## config.mk

```make
export PLATFORM = sky130hd
export DESIGN_NAME = led_driver_serial_refresh_flat
export DESIGN_NICKNAME = d
export VERILOG_FILES = /design/src/rtl/core/lds_pkg.sv /design/src/rtl/core/lds_ifs.sv /design/src/rtl/core/lds_memory.sv /design/src/rtl/core/lds_sequencer.sv /design/src/rtl/core/led_driver_serial_refresh.sv /design/src/flat_wrapper.sv
export SDC_FILE = /design/constraint.sdc
export NUM_CORES = 1
export LEC_CHECK = 0
export ABC_AREA = 1
export BUFFER_PORTS_ARGS = -buffer_cell sky130_fd_sc_hd__buf_2
export CAP_MARGIN = 0
export CORE_MARGIN = 10
export CORE_UTILIZATION = 30
export CTS_BUF_LIST = sky130_fd_sc_hd__clkbuf_8
export CTS_CLUSTER_SIZE = 20
export DETAILED_ROUTE_END_ITERATION = 12
export SLEW_MARGIN = 20
export SYNTH_ARGS = -nofsm -noshare
export SYNTH_HDL_FRONTEND = slang
export SYNTH_SLANG_ARGS = --single-unit
```

## constraint.sdc

```tcl
create_clock -name i_clk -period 2.9 [get_ports i_clk]
set_input_delay 0.58 -clock i_clk [delete_from_list [all_inputs] [get_ports i_clk]]
set_output_delay 0.58 -clock i_clk [all_outputs]
set_load 0.02 [all_outputs]
```

## src/rtl/core/lds_pkg.sv

```systemverilog
// Shared types and constants for the serial LED refresh block.
`default_nettype none

package lds_pkg;

    localparam int COUNT_W    = 5;   // byte counts and positions, up to 16
    localparam int TICK_W     = 5;   // tick within a byte, 0..24
    localparam int CFG_IDX_W  = 2;
    localparam int CFG_DATA_W = 5;

    localparam logic [7:0] CMD_DATA = 8'h40;
    localparam logic [7:0] CMD_ADDR = 8'hC0;
    localparam logic [7:0] CMD_CTRL = 8'h80;

    // last tick of a byte: 8 bits x 3 ticks, then the trailing tick
    localparam logic [TICK_W-1:0] BYTE_TAIL_TICK = 5'd24;

    typedef enum logic [1:0] {
        FUNC_WRITE   = 2'd0,
        FUNC_CLEAR   = 2'd1,
        FUNC_REFRESH = 2'd2,
        FUNC_TICK    = 2'd3
    } t_func;

    typedef enum logic [CFG_IDX_W-1:0] {
        CFG_INTENSITY   = 2'd0,
        CFG_DISPLAY_ON  = 2'd1,
        CFG_REVERSE     = 2'd2,
        CFG_DIGIT_COUNT = 2'd3
    } t_cfg_idx;

    typedef enum logic [3:0] {
        ST_IDLE   = 4'd0,
        ST_START1 = 4'd1,
        ST_CMD    = 4'd2,
        ST_STOP1  = 4'd3,
        ST_START2 = 4'd4,
        ST_ADDR   = 4'd5,
        ST_DATA   = 4'd6,
        ST_STOP2  = 4'd7,
        ST_START3 = 4'd8,
        ST_CTRL   = 4'd9,
        ST_STOP3  = 4'd10
    } t_stage;

    typedef struct packed {
        logic [2:0]         intensity;
        logic               display_on;
        logic               reverse_order;
        logic [COUNT_W-1:0] digit_count;
    } t_cfg;

    typedef struct packed {
        logic busy_now;
        logic clk_next;
        logic din_next;
        logic busy_next;
        logic done;
    } t_seq_status;

endpackage

`default_nettype wire

```

## src/rtl/core/lds_ifs.sv

```systemverilog
// Handshake channels: request items, result items and register writes.
`default_nettype none

interface lds_item_if;
    logic       valid;
    logic       ready;
    logic [1:0] func;
    logic [3:0] index;
    logic [7:0] value;

    modport source(output valid, func, index, value, input ready);
    modport sink(input valid, func, index, value, output ready);
endinterface

interface lds_result_if;
    logic valid;
    logic ready;
    logic clk_level;
    logic din_level;
    logic busy_res;
    logic accepted;
    logic frame_done;

    modport source(output valid, clk_level, din_level, busy_res, accepted, frame_done,
                   input ready);
    modport sink(input valid, clk_level, din_level, busy_res, accepted, frame_done,
                 output ready);
endinterface

interface lds_cfg_if;
    logic                          valid;
    logic                          ready;
    logic [lds_pkg::CFG_IDX_W-1:0]  index;
    logic [lds_pkg::CFG_DATA_W-1:0] data;

    modport source(output valid, index, data, input ready);
    modport sink(input valid, index, data, output ready);
endinterface

`default_nettype wire

```

## src/rtl/core/lds_memory.sv

```systemverilog
// Display memory: segment bytes with byte write, full clear and one read port.
`default_nettype none

module lds_memory #(
    parameter int MEMORY_BYTES = 16,
    localparam int ADDR_W = (MEMORY_BYTES > 1) ? $clog2(MEMORY_BYTES) : 1
) (
    input  wire logic                i_clk,
    input  wire logic                i_rst_n,
    input  wire logic                i_wr_en,
    input  wire logic [ADDR_W-1:0]   i_wr_addr,
    input  wire logic [7:0]          i_wr_data,
    input  wire logic                i_clear,
    input  wire logic [ADDR_W-1:0]   i_rd_addr,
    output logic      [7:0]          o_rd_data
);

    logic [7:0] r_mem [MEMORY_BYTES];

    always_ff @(posedge i_clk) begin
        if (!i_rst_n || i_clear) begin
            for (int i = 0; i < MEMORY_BYTES; i++) begin
                r_mem[i] <= 8'h00;
            end
        end else if (i_wr_en) begin
            r_mem[i_wr_addr] <= i_wr_data;
        end
    end

    assign o_rd_data = r_mem[i_rd_addr];

endmodule

`default_nettype wire

```

## src/rtl/core/lds_sequencer.sv

```systemverilog
// Pin sequencer: start, byte and stop phases of the three refresh frames.
`default_nettype none

module lds_sequencer #(
    parameter int MEMORY_BYTES = 16,
    localparam int ADDR_W = (MEMORY_BYTES > 1) ? $clog2(MEMORY_BYTES) : 1
) (
    input  wire logic                 i_clk,
    input  wire logic                 i_rst_n,
    input  wire logic                 i_start,
    input  wire logic                 i_step,
    input  wire lds_pkg::t_cfg        i_cfg,
    output logic      [ADDR_W-1:0]    o_rd_addr,
    input  wire logic [7:0]           i_rd_data,
    output lds_pkg::t_seq_status      o_status
);

    localparam logic [lds_pkg::COUNT_W-1:0] MB_COUNT = MEMORY_BYTES[lds_pkg::COUNT_W-1:0];

    lds_pkg::t_stage                 r_stage, n_stage;
    logic [lds_pkg::TICK_W-1:0]      r_tick, n_tick;
    logic [1:0]                      r_phase, n_phase;
    logic [lds_pkg::COUNT_W-1:0]     r_pos, n_pos;
    logic [7:0]                      r_shift, n_shift;
    logic                            r_clk, n_clk;
    logic                            r_din, n_din;
    logic                            done;

    logic [lds_pkg::COUNT_W-1:0]     count;
    logic [lds_pkg::COUNT_W-1:0]     addr_full;
    logic [lds_pkg::COUNT_W-1:0]     pos_inc;
    logic [7:0]                      send_byte;
    logic [7:0]                      byte_src;
    logic                            byte_end;

    assign count     = (i_cfg.digit_count > MB_COUNT) ? MB_COUNT : i_cfg.digit_count;
    assign addr_full = i_cfg.reverse_order ? (count - 5'd1 - r_pos) : r_pos;
    assign o_rd_addr = addr_full[ADDR_W-1:0];
    assign pos_inc   = r_pos + 5'd1;
    assign byte_end  = (r_tick >= lds_pkg::BYTE_TAIL_TICK);

    always_comb begin
        case (r_stage)
            lds_pkg::ST_CMD:  send_byte = lds_pkg::CMD_DATA;
            lds_pkg::ST_ADDR: send_byte = lds_pkg::CMD_ADDR;
            lds_pkg::ST_CTRL: send_byte = lds_pkg::CMD_CTRL
                                        | {4'h0, i_cfg.display_on, i_cfg.intensity};
            default:          send_byte = (r_pos < count) ? i_rd_data : 8'h00;
        endcase
    end

    // shift byte is loaded on the first tick of each byte
    assign byte_src = (r_tick == '0) ? send_byte : r_shift;

    // next stage
    always_comb begin
        n_stage = r_stage;
        if (i_start) begin
            n_stage = lds_pkg::ST_START1;
        end else if (i_step) begin
            case (r_stage)
                lds_pkg::ST_IDLE: n_stage = lds_pkg::ST_IDLE;
                lds_pkg::ST_START1: if (r_tick >= 5'd2) n_stage = lds_pkg::ST_CMD;
                lds_pkg::ST_START2: if (r_tick >= 5'd2) n_stage = lds_pkg::ST_ADDR;
                lds_pkg::ST_START3: if (r_tick >= 5'd2) n_stage = lds_pkg::ST_CTRL;
                lds_pkg::ST_STOP1:  if (r_tick >= 5'd2) n_stage = lds_pkg::ST_START2;
                lds_pkg::ST_STOP2:  if (r_tick >= 5'd2) n_stage = lds_pkg::ST_START3;
                lds_pkg::ST_STOP3:  if (r_tick >= 5'd2) n_stage = lds_pkg::ST_IDLE;
                lds_pkg::ST_CMD:    if (byte_end) n_stage = lds_pkg::ST_STOP1;
                lds_pkg::ST_CTRL:   if (byte_end) n_stage = lds_pkg::ST_STOP3;
                lds_pkg::ST_ADDR: begin
                    if (byte_end) begin
                        n_stage = (count != '0) ? lds_pkg::ST_DATA : lds_pkg::ST_STOP2;
                    end
                end
                lds_pkg::ST_DATA: begin
                    if (byte_end && pos_inc >= count) n_stage = lds_pkg::ST_STOP2;
                end
                default: n_stage = lds_pkg::ST_IDLE;
            endcase
        end
    end

    // lines, counters and shift byte
    always_comb begin
        n_tick  = r_tick;
        n_phase = r_phase;
        n_pos   = r_pos;
        n_shift = r_shift;
        n_clk   = r_clk;
        n_din   = r_din;
        done    = 1'b0;
        if (i_start) begin
            n_tick  = '0;
            n_phase = 2'd0;
            n_pos   = '0;
        end else if (i_step) begin
            case (r_stage)
                lds_pkg::ST_IDLE: ;
                lds_pkg::ST_START1, lds_pkg::ST_START2, lds_pkg::ST_START3: begin
                    n_tick = r_tick + 5'd1;
                    if (r_tick == 5'd0) begin
                        n_clk = 1'b1;
                        n_din = 1'b1;
                    end else if (r_tick == 5'd1) begin
                        n_din = 1'b0;
                    end else begin
                        n_clk  = 1'b0;
                        n_tick = '0;
                    end
                end
                lds_pkg::ST_STOP1, lds_pkg::ST_STOP2, lds_pkg::ST_STOP3: begin
                    n_tick = r_tick + 5'd1;
                    if (r_tick == 5'd0) begin
                        n_clk = 1'b0;
                        n_din = 1'b0;
                    end else if (r_tick == 5'd1) begin
                        n_clk = 1'b1;
                    end else begin
                        n_din  = 1'b1;
                        n_tick = '0;
                        done   = (r_stage == lds_pkg::ST_STOP3);
                    end
                end
                lds_pkg::ST_CMD, lds_pkg::ST_ADDR, lds_pkg::ST_DATA, lds_pkg::ST_CTRL: begin
                    if (!byte_end) begin
                        n_tick  = r_tick + 5'd1;
                        n_phase = (r_phase == 2'd2) ? 2'd0 : r_phase + 2'd1;
                        n_shift = byte_src;
                        case (r_phase)
                            2'd0: n_clk = 1'b0;
                            2'd1: begin
                                n_din   = byte_src[0];
                                n_shift = {1'b0, byte_src[7:1]};
                            end
                            default: n_clk = 1'b1;
                        endcase
                    end else begin
                        n_clk   = 1'b0;
                        n_din   = 1'b0;
                        n_tick  = '0;
                        n_phase = 2'd0;
                        if (r_stage == lds_pkg::ST_ADDR) begin
                            n_pos = '0;
                        end else if (r_stage == lds_pkg::ST_DATA) begin
                            n_pos = (pos_inc >= count) ? '0 : pos_inc;
                        end
                    end
                end
                default: begin
                    n_tick  = '0;
                    n_phase = 2'd0;
                end
            endcase
        end
    end

    always_ff @(posedge i_clk) begin
        if (!i_rst_n) begin
            r_stage <= lds_pkg::ST_IDLE;
            r_tick  <= '0;
            r_phase <= 2'd0;
            r_pos   <= '0;
            r_shift <= 8'h00;
            r_clk   <= 1'b1;
            r_din   <= 1'b1;
        end else begin
            r_stage <= n_stage;
            r_tick  <= n_tick;
            r_phase <= n_phase;
            r_pos   <= n_pos;
            r_shift <= n_shift;
            r_clk   <= n_clk;
            r_din   <= n_din;
        end
    end

    // busy_now, clk_next, din_next, busy_next, done
    assign o_status = {(r_stage != lds_pkg::ST_IDLE), n_clk, n_din,
                       (n_stage != lds_pkg::ST_IDLE), done};

endmodule

`default_nettype wire

```

## src/rtl/core/led_driver_serial_refresh.sv

```systemverilog
// Top level: serial refresh engine for a two-wire LED driver.
//
// Request beats arrive on i_item: func selects byte write, memory clear,
// refresh start or one pin tick; index and value carry a byte write.
// Every request beat yields exactly one result beat on o_result with the
// clock and data pin levels, busy, accepted and frame_done.
// Register writes come on i_cfg (intensity, display on, reverse order,
// digit count); the port is always ready and writes take effect next cycle.
// The sequencer and memory update at the request beat and the result is
// held in an output register. Throughput is one beat per cycle; the output
// register lets a new beat in whenever it is empty or being drained, so a
// stalled receiver stalls i_item only while its result is pending. A full
// refresh with N digits takes 6 * 3 + (N + 3) * 25 ticks.
// Reset drives both pins high, clears the display memory, goes idle and
// loads intensity 7, display on, forward order and 16 digits.
`default_nettype none

module led_driver_serial_refresh #(
    parameter int MEMORY_BYTES = 16
) (
    input  wire logic       i_clk,
    input  wire logic       i_rst_n,
    lds_item_if.sink        i_item,
    lds_result_if.source    o_result,
    lds_cfg_if.sink         i_cfg
);

    localparam int ADDR_W = (MEMORY_BYTES > 1) ? $clog2(MEMORY_BYTES) : 1;
    localparam logic [lds_pkg::COUNT_W-1:0] MB_COUNT = MEMORY_BYTES[lds_pkg::COUNT_W-1:0];

    lds_pkg::t_cfg        r_cfg;
    lds_pkg::t_seq_status status;
    lds_pkg::t_func       func;

    logic              accept;
    logic              idle_req;
    logic              wr_en;
    logic              clr_en;
    logic              start;
    logic              step;
    logic              acc;
    logic [ADDR_W-1:0] rd_addr;
    logic [7:0]        rd_data;

    logic r_out_valid;
    logic r_clk_level;
    logic r_din_level;
    logic r_busy_res;
    logic r_accepted;
    logic r_frame_done;

    assign func         = lds_pkg::t_func'(i_item.func);
    assign i_item.ready = !r_out_valid || o_result.ready;
    assign accept       = i_item.valid && i_item.ready;
    assign idle_req     = accept && !status.busy_now;

    assign wr_en  = idle_req && (func == lds_pkg::FUNC_WRITE)
                  && ({1'b0, i_item.index} < MB_COUNT);
    assign clr_en = idle_req && (func == lds_pkg::FUNC_CLEAR);
    assign start  = idle_req && (func == lds_pkg::FUNC_REFRESH);
    assign step   = accept && (func == lds_pkg::FUNC_TICK);
    assign acc    = wr_en || clr_en || start;

    lds_memory #(
        .MEMORY_BYTES(MEMORY_BYTES)
    ) u_memory (
        .i_clk     (i_clk),
        .i_rst_n   (i_rst_n),
        .i_wr_en   (wr_en),
        .i_wr_addr (i_item.index[ADDR_W-1:0]),
        .i_wr_data (i_item.value),
        .i_clear   (clr_en),
        .i_rd_addr (rd_addr),
        .o_rd_data (rd_data)
    );

    lds_sequencer #(
        .MEMORY_BYTES(MEMORY_BYTES)
    ) u_sequencer (
        .i_clk     (i_clk),
        .i_rst_n   (i_rst_n),
        .i_start   (start),
        .i_step    (step),
        .i_cfg     (r_cfg),
        .o_rd_addr (rd_addr),
        .i_rd_data (rd_data),
        .o_status  (status)
    );

    // register file
    assign i_cfg.ready = 1'b1;

    always_ff @(posedge i_clk) begin
        if (!i_rst_n) begin
            r_cfg.intensity     <= 3'd7;
            r_cfg.display_on    <= 1'b1;
            r_cfg.reverse_order <= 1'b0;
            r_cfg.digit_count   <= 5'd16;
        end else if (i_cfg.valid) begin
            case (lds_pkg::t_cfg_idx'(i_cfg.index))
                lds_pkg::CFG_INTENSITY:   r_cfg.intensity     <= i_cfg.data[2:0];
                lds_pkg::CFG_DISPLAY_ON:  r_cfg.display_on    <= i_cfg.data[0];
                lds_pkg::CFG_REVERSE:     r_cfg.reverse_order <= i_cfg.data[0];
                lds_pkg::CFG_DIGIT_COUNT: r_cfg.digit_count   <= i_cfg.data;
                default: ;
            endcase
        end
    end

    // result register
    always_ff @(posedge i_clk) begin
        if (!i_rst_n) begin
            r_out_valid <= 1'b0;
        end else if (accept) begin
            r_out_valid <= 1'b1;
        end else if (o_result.ready) begin
            r_out_valid <= 1'b0;
        end
    end

    always_ff @(posedge i_clk) begin
        if (accept) begin
            r_clk_level  <= status.clk_next;
            r_din_level  <= status.din_next;
            r_busy_res   <= status.busy_next;
            r_accepted   <= acc;
            r_frame_done <= status.done;
        end
    end

    assign o_result.valid      = r_out_valid;
    assign o_result.clk_level  = r_clk_level;
    assign o_result.din_level  = r_din_level;
    assign o_result.busy_res   = r_busy_res;
    assign o_result.accepted   = r_accepted;
    assign o_result.frame_done = r_frame_done;

endmodule

`default_nettype wire
```

## src/flat_wrapper.sv

```systemverilog
// flat-port wrapper written by rule: the top's interface ports become plain ports
module led_driver_serial_refresh_flat 
#(
    parameter int MEMORY_BYTES = 16
)
  (i_clk, i_rst_n, i_item_valid, i_item_func, i_item_index, i_item_value, i_item_ready, o_result_valid, o_result_clk_level, o_result_din_level, o_result_busy_res, o_result_accepted, o_result_frame_done, o_result_ready, i_cfg_valid, i_cfg_index, i_cfg_data, i_cfg_ready);
  lds_item_if i_item_i ();
  lds_result_if o_result_i ();
  lds_cfg_if i_cfg_i ();
  input  wire logic i_clk;
  input  wire logic i_rst_n;
  input wire logic [$bits(i_item_i.valid)-1:0] i_item_valid;
  input wire logic [$bits(i_item_i.func)-1:0] i_item_func;
  input wire logic [$bits(i_item_i.index)-1:0] i_item_index;
  input wire logic [$bits(i_item_i.value)-1:0] i_item_value;
  output wire logic [$bits(i_item_i.ready)-1:0] i_item_ready;
  output wire logic [$bits(o_result_i.valid)-1:0] o_result_valid;
  output wire logic [$bits(o_result_i.clk_level)-1:0] o_result_clk_level;
  output wire logic [$bits(o_result_i.din_level)-1:0] o_result_din_level;
  output wire logic [$bits(o_result_i.busy_res)-1:0] o_result_busy_res;
  output wire logic [$bits(o_result_i.accepted)-1:0] o_result_accepted;
  output wire logic [$bits(o_result_i.frame_done)-1:0] o_result_frame_done;
  input wire logic [$bits(o_result_i.ready)-1:0] o_result_ready;
  input wire logic [$bits(i_cfg_i.valid)-1:0] i_cfg_valid;
  input wire logic [$bits(i_cfg_i.index)-1:0] i_cfg_index;
  input wire logic [$bits(i_cfg_i.data)-1:0] i_cfg_data;
  output wire logic [$bits(i_cfg_i.ready)-1:0] i_cfg_ready;
  assign i_item_i.valid = i_item_valid;
  assign i_item_i.func = i_item_func;
  assign i_item_i.index = i_item_index;
  assign i_item_i.value = i_item_value;
  assign i_item_ready = i_item_i.ready;
  assign o_result_valid = o_result_i.valid;
  assign o_result_clk_level = o_result_i.clk_level;
  assign o_result_din_level = o_result_i.din_level;
  assign o_result_busy_res = o_result_i.busy_res;
  assign o_result_accepted = o_result_i.accepted;
  assign o_result_frame_done = o_result_i.frame_done;
  assign o_result_i.ready = o_result_ready;
  assign i_cfg_i.valid = i_cfg_valid;
  assign i_cfg_i.index = i_cfg_index;
  assign i_cfg_i.data = i_cfg_data;
  assign i_cfg_ready = i_cfg_i.ready;
  led_driver_serial_refresh #(.MEMORY_BYTES(MEMORY_BYTES)) u_core (.i_clk(i_clk), .i_rst_n(i_rst_n), .i_item(i_item_i), .o_result(o_result_i), .i_cfg(i_cfg_i));
endmodule
```

==> flow_summary.yaml <==
floorplanning:
  num_rows: 62
  io_pins: 34
  dieArea_um2: 36370
  core-area_um2: 28700
  initial_core_util_pct: 30.46
  chipWidth_um: 190.7
  die_y_um: 190.7
logic_synthesis:
  ys_ff_latch: 170
  netlist_area_um2: 8742
  synthTopCellsByArea: "edfxtp_1 (46%), nand2_1 (14%), dfxtp_1 (8.5%)"
  synth_top_family_by_area: "simple AND/OR/NAND/NOR gates"
  yosysTopAreaCell: "edfxtp_1"
  synth_area_per_cell_um2: 8.422
  synthSimpleGateAreaFrac_pct: 31.23
  synthCells: 1038
  synth_edf_count: 133
  synth_compound_area_share_pct: 5.582
  yosysUniqueCellTypes: 49
  yosysTopAreaCellShare_pct: 45.68
  synth_xor_area_share_pct: 0.4007
  synth_warnings: 0
  synth_ff_type: "edfxtp_1"
  syn-num-nets: 1081
  synth_fa_ha_area_share_pct: 2.519
  synth-async-reset-ratio_pct: 0
  synth_seq_area_share_pct: 54.16
  synthMuxAreaShare_pct: 0
pwr:
  fin_total_pwr_mw: 5.169
  seqPwrFrac_pct: 53.5
  vdd_drop_max_mv: 0.2672
  p_int_mw: 3.659
  switching_share_pct: 29.21
  p_sw_mw: 1.510
  p_clk_share_pct: 35.1
  power_density_nw_per_um2: 507.4
  p_comb_share_pct: 11.4
  p_leak_nw: 4.306
route:
  drc: 0
  vias: 7126
  vias_per_cell: 4.735
  drtAntennaViolNets: 0
  wl_mm: 23.18
  wl_per_cell_um: 15.40
  drt-initial-drc-count: 742
  dr.pass1.iters: 6
clock_network:
  cts_hold_buf: 0
  cts_buffer_depth: 2
  clk_pin_slew_ns: 0.10
  cts_root_buf: "clkbuf_8"
  htree_num_levels: 4
  cts.sinks: 170
  clock_latency_ns: 0.48
  cts_made_buffers: 17
  cts_tree: "built"
worst_setup_path:
  crit_path_start_kind: "flop"
  arrival_ns: 3.33
  crit_start: "u_core.r_cfg[3]"
  cp_cell_sequence: "inv_2 -> nand4_1 -> a21oi_2 -> ha_2 -> inv_2 -> fa_2 -> nand2_2 -> o21ai_4 -> buf_4 -> nand3_1 -> nand2_1 -> nand2_1 -> a21oi_1 -> o21ai_1 -> nand3_1 -> nand3_1 -> nand2_1 -> inv_1"
  critPathMaxFanout: 7
  crit_path_end_kind: "flop"
  crit_type: "flop to flop"
  crit_path_max_incr_delay_ns: 0.57
  worstPathRequired_ns: 3.27
  slowest_stage: "fa_2"
  r2r_start: "u_core.r_cfg[3]"
min_path:
  hp-class: "input port to flop"
  hp-start: "i_cfg_data[4]"
placed_design:
  dp_cells: 1469
  gp_congestion: 0.8707
  placed_area_um2: 9620
  dp_hpwl_mm: 16.45
  io_buffers: 32
  dp_slack_ns: -0.1269
timing:
  fmax_mhz: 337.9
  setup-tns-final_ns: -0.1490
  max_slew_margin_pct: 44.93
  tightest_slew_ns: 0.8251
  min_period_over_period_pct: 102.1
  rsz0062_at_grt: "true"
  fin_skew_ns: 0.01848
  drv_slew: 0
  period_needed_ns: 2.960
  setup_viol_count_final: 5
  layout_setup_ws_ns: -0.05986
  finalHoldViolations: 0
layout:
  layout.cells.non_filler: 1505
  drive_gt1_share_pct: 16.77
  stdcell_area_um2: 10190
  most-common-layout-cells: "nand2_1 (313), nor2_1 (161), edfxtp_1 (133), nand3_1 (104), inv_1 (76)"
  final_common_cell: "nand2_1"
  area_growth_pct: 16.54
  multi_input_area_um2: 3570
  fill_cells: 2990
  seq_area_um2: 4737
  num_antenna_cells: 0
  nNetsFinal: 1151
run:
  cap_violations: 0
grt:
  grt-ovfl-total: 0
  antenna_found_initial: 0
  grt_pass1_wl_mm: 36.66
  grt_max_degree: 38
  grt_pass1_vias: 6877
  grt_util_all_layers_pct: 12.79
status:
  run_status: "complete, but fails checks"
  failed_checks: "negative setup slack"
[timing repair]
action / 4_1_cts / 5_1_grt
pin swaps: 7 / 11
gates resized for setup: 11 / 19
cloned: 0 / 0
setup buffers: 1 / 3
setup endpoints to repair: 9 / 10
[worst max-delay path: cells and delay by family (launching register included)]
kind	cells	cell delay (ns)
flip-flops	1	0.34
AO/OA/AOI/OAI	4	0.68
AND/OR/NAND/NOR	8	0.69
adder cells (fa/ha/maj)	2	0.79
buffers and inverters	4	0.36
[cell type report]
class | count | share of cell area (%)
clock buffer | 17 | 2.296
clock inverter | 15 | 1.928
inverter | 91 | 3.353
timing repair buffer | 87 | 6.177
tap | 384 | 4.716
multi-input combinational | 741 | 35.04
sequential | 170 | 46.49
[metrics by stage]
stage | utilization [%] | hold WS [ns]
detailed placement | 33.52 | 0.4526
global placement | 33.52 | 0.4509
floorplan | - | 0.4292
global route | 35.50 | 0.3470
CTS | 35.20 | 0.3056
finish | 35.50 | 0.3212
[cell families after synthesis]
logic type,count (synthesis)
compound gates,80
buf+inv,127
flops,170
fa+ha+maj,17
simple gates,639
other cells,1
xor+xnor,4
[state kept, by name, summed over array words and instances (netlist names)]
name                        count
u_core.u_memory.r_mem         128
u_core.o_result.busy_res        1
u_core.u_sequencer.r_clk        1
u_core.u_sequencer.r_tick       5
u_core.o_result.frame_done      1
u_core.r_cfg                   10
u_core.u_sequencer.r_shift      8
u_core.u_sequencer.r_din        1
u_core.o_result.valid           1
u_core.o_result.clk_level       1
u_core.u_sequencer.r_stage      4
u_core.o_result.din_level       1
u_core.u_sequencer.r_phase      2
u_core.u_sequencer.r_pos        5
u_core.o_result.accepted        1
[Yosys cell counts (all sizes together), types with 3 or more instances]
cell type	count
or2	6
dfxtp	37
buf	21
nor2	169
a21oi	30
nand4	7
a22oi	3
clkbuf	15
ha	16
inv	90
o21ai	26
nand3	117
nor3	15
nand2	322
a31oi	3
edfxtp	133
[power by group through the flow]
stage	logic (mW)	clock network, mW	registers (mW)
final	0.590	1.81	2.77
after global routing	0.657	1.93	2.78
after CTS	0.575	1.84	2.77
after detailed placement	0.565	0	2.82
after global placement	0.561	0	2.82
after floorplan	0.358	0	2.81
[final timing paths]
| path | to | depth (start not counted) | slack, ns |
|---|---|---|---|
| max reg2reg | u_core.u_sequencer.r_shift[6] | 18 | -0.06 |
| max | u_core.u_sequencer.r_shift[6] | 18 | -0.06 |
| min reg2reg | u_core.u_sequencer.r_shift[7] | 2 | 0.48 |
| min | u_core.r_cfg[4] | 3 | 0.32 |
[per-layer routing]
metal	wire (µm)	global-route usage [%]	share of wire, %
met3	1531	2.432	6.6
met2	10530	20.12	45
met5	0	0	0
met4	284	3.271	1.2
met1	10830	17.65	47
Note: power is estimated with default switching activity, not from simulation.
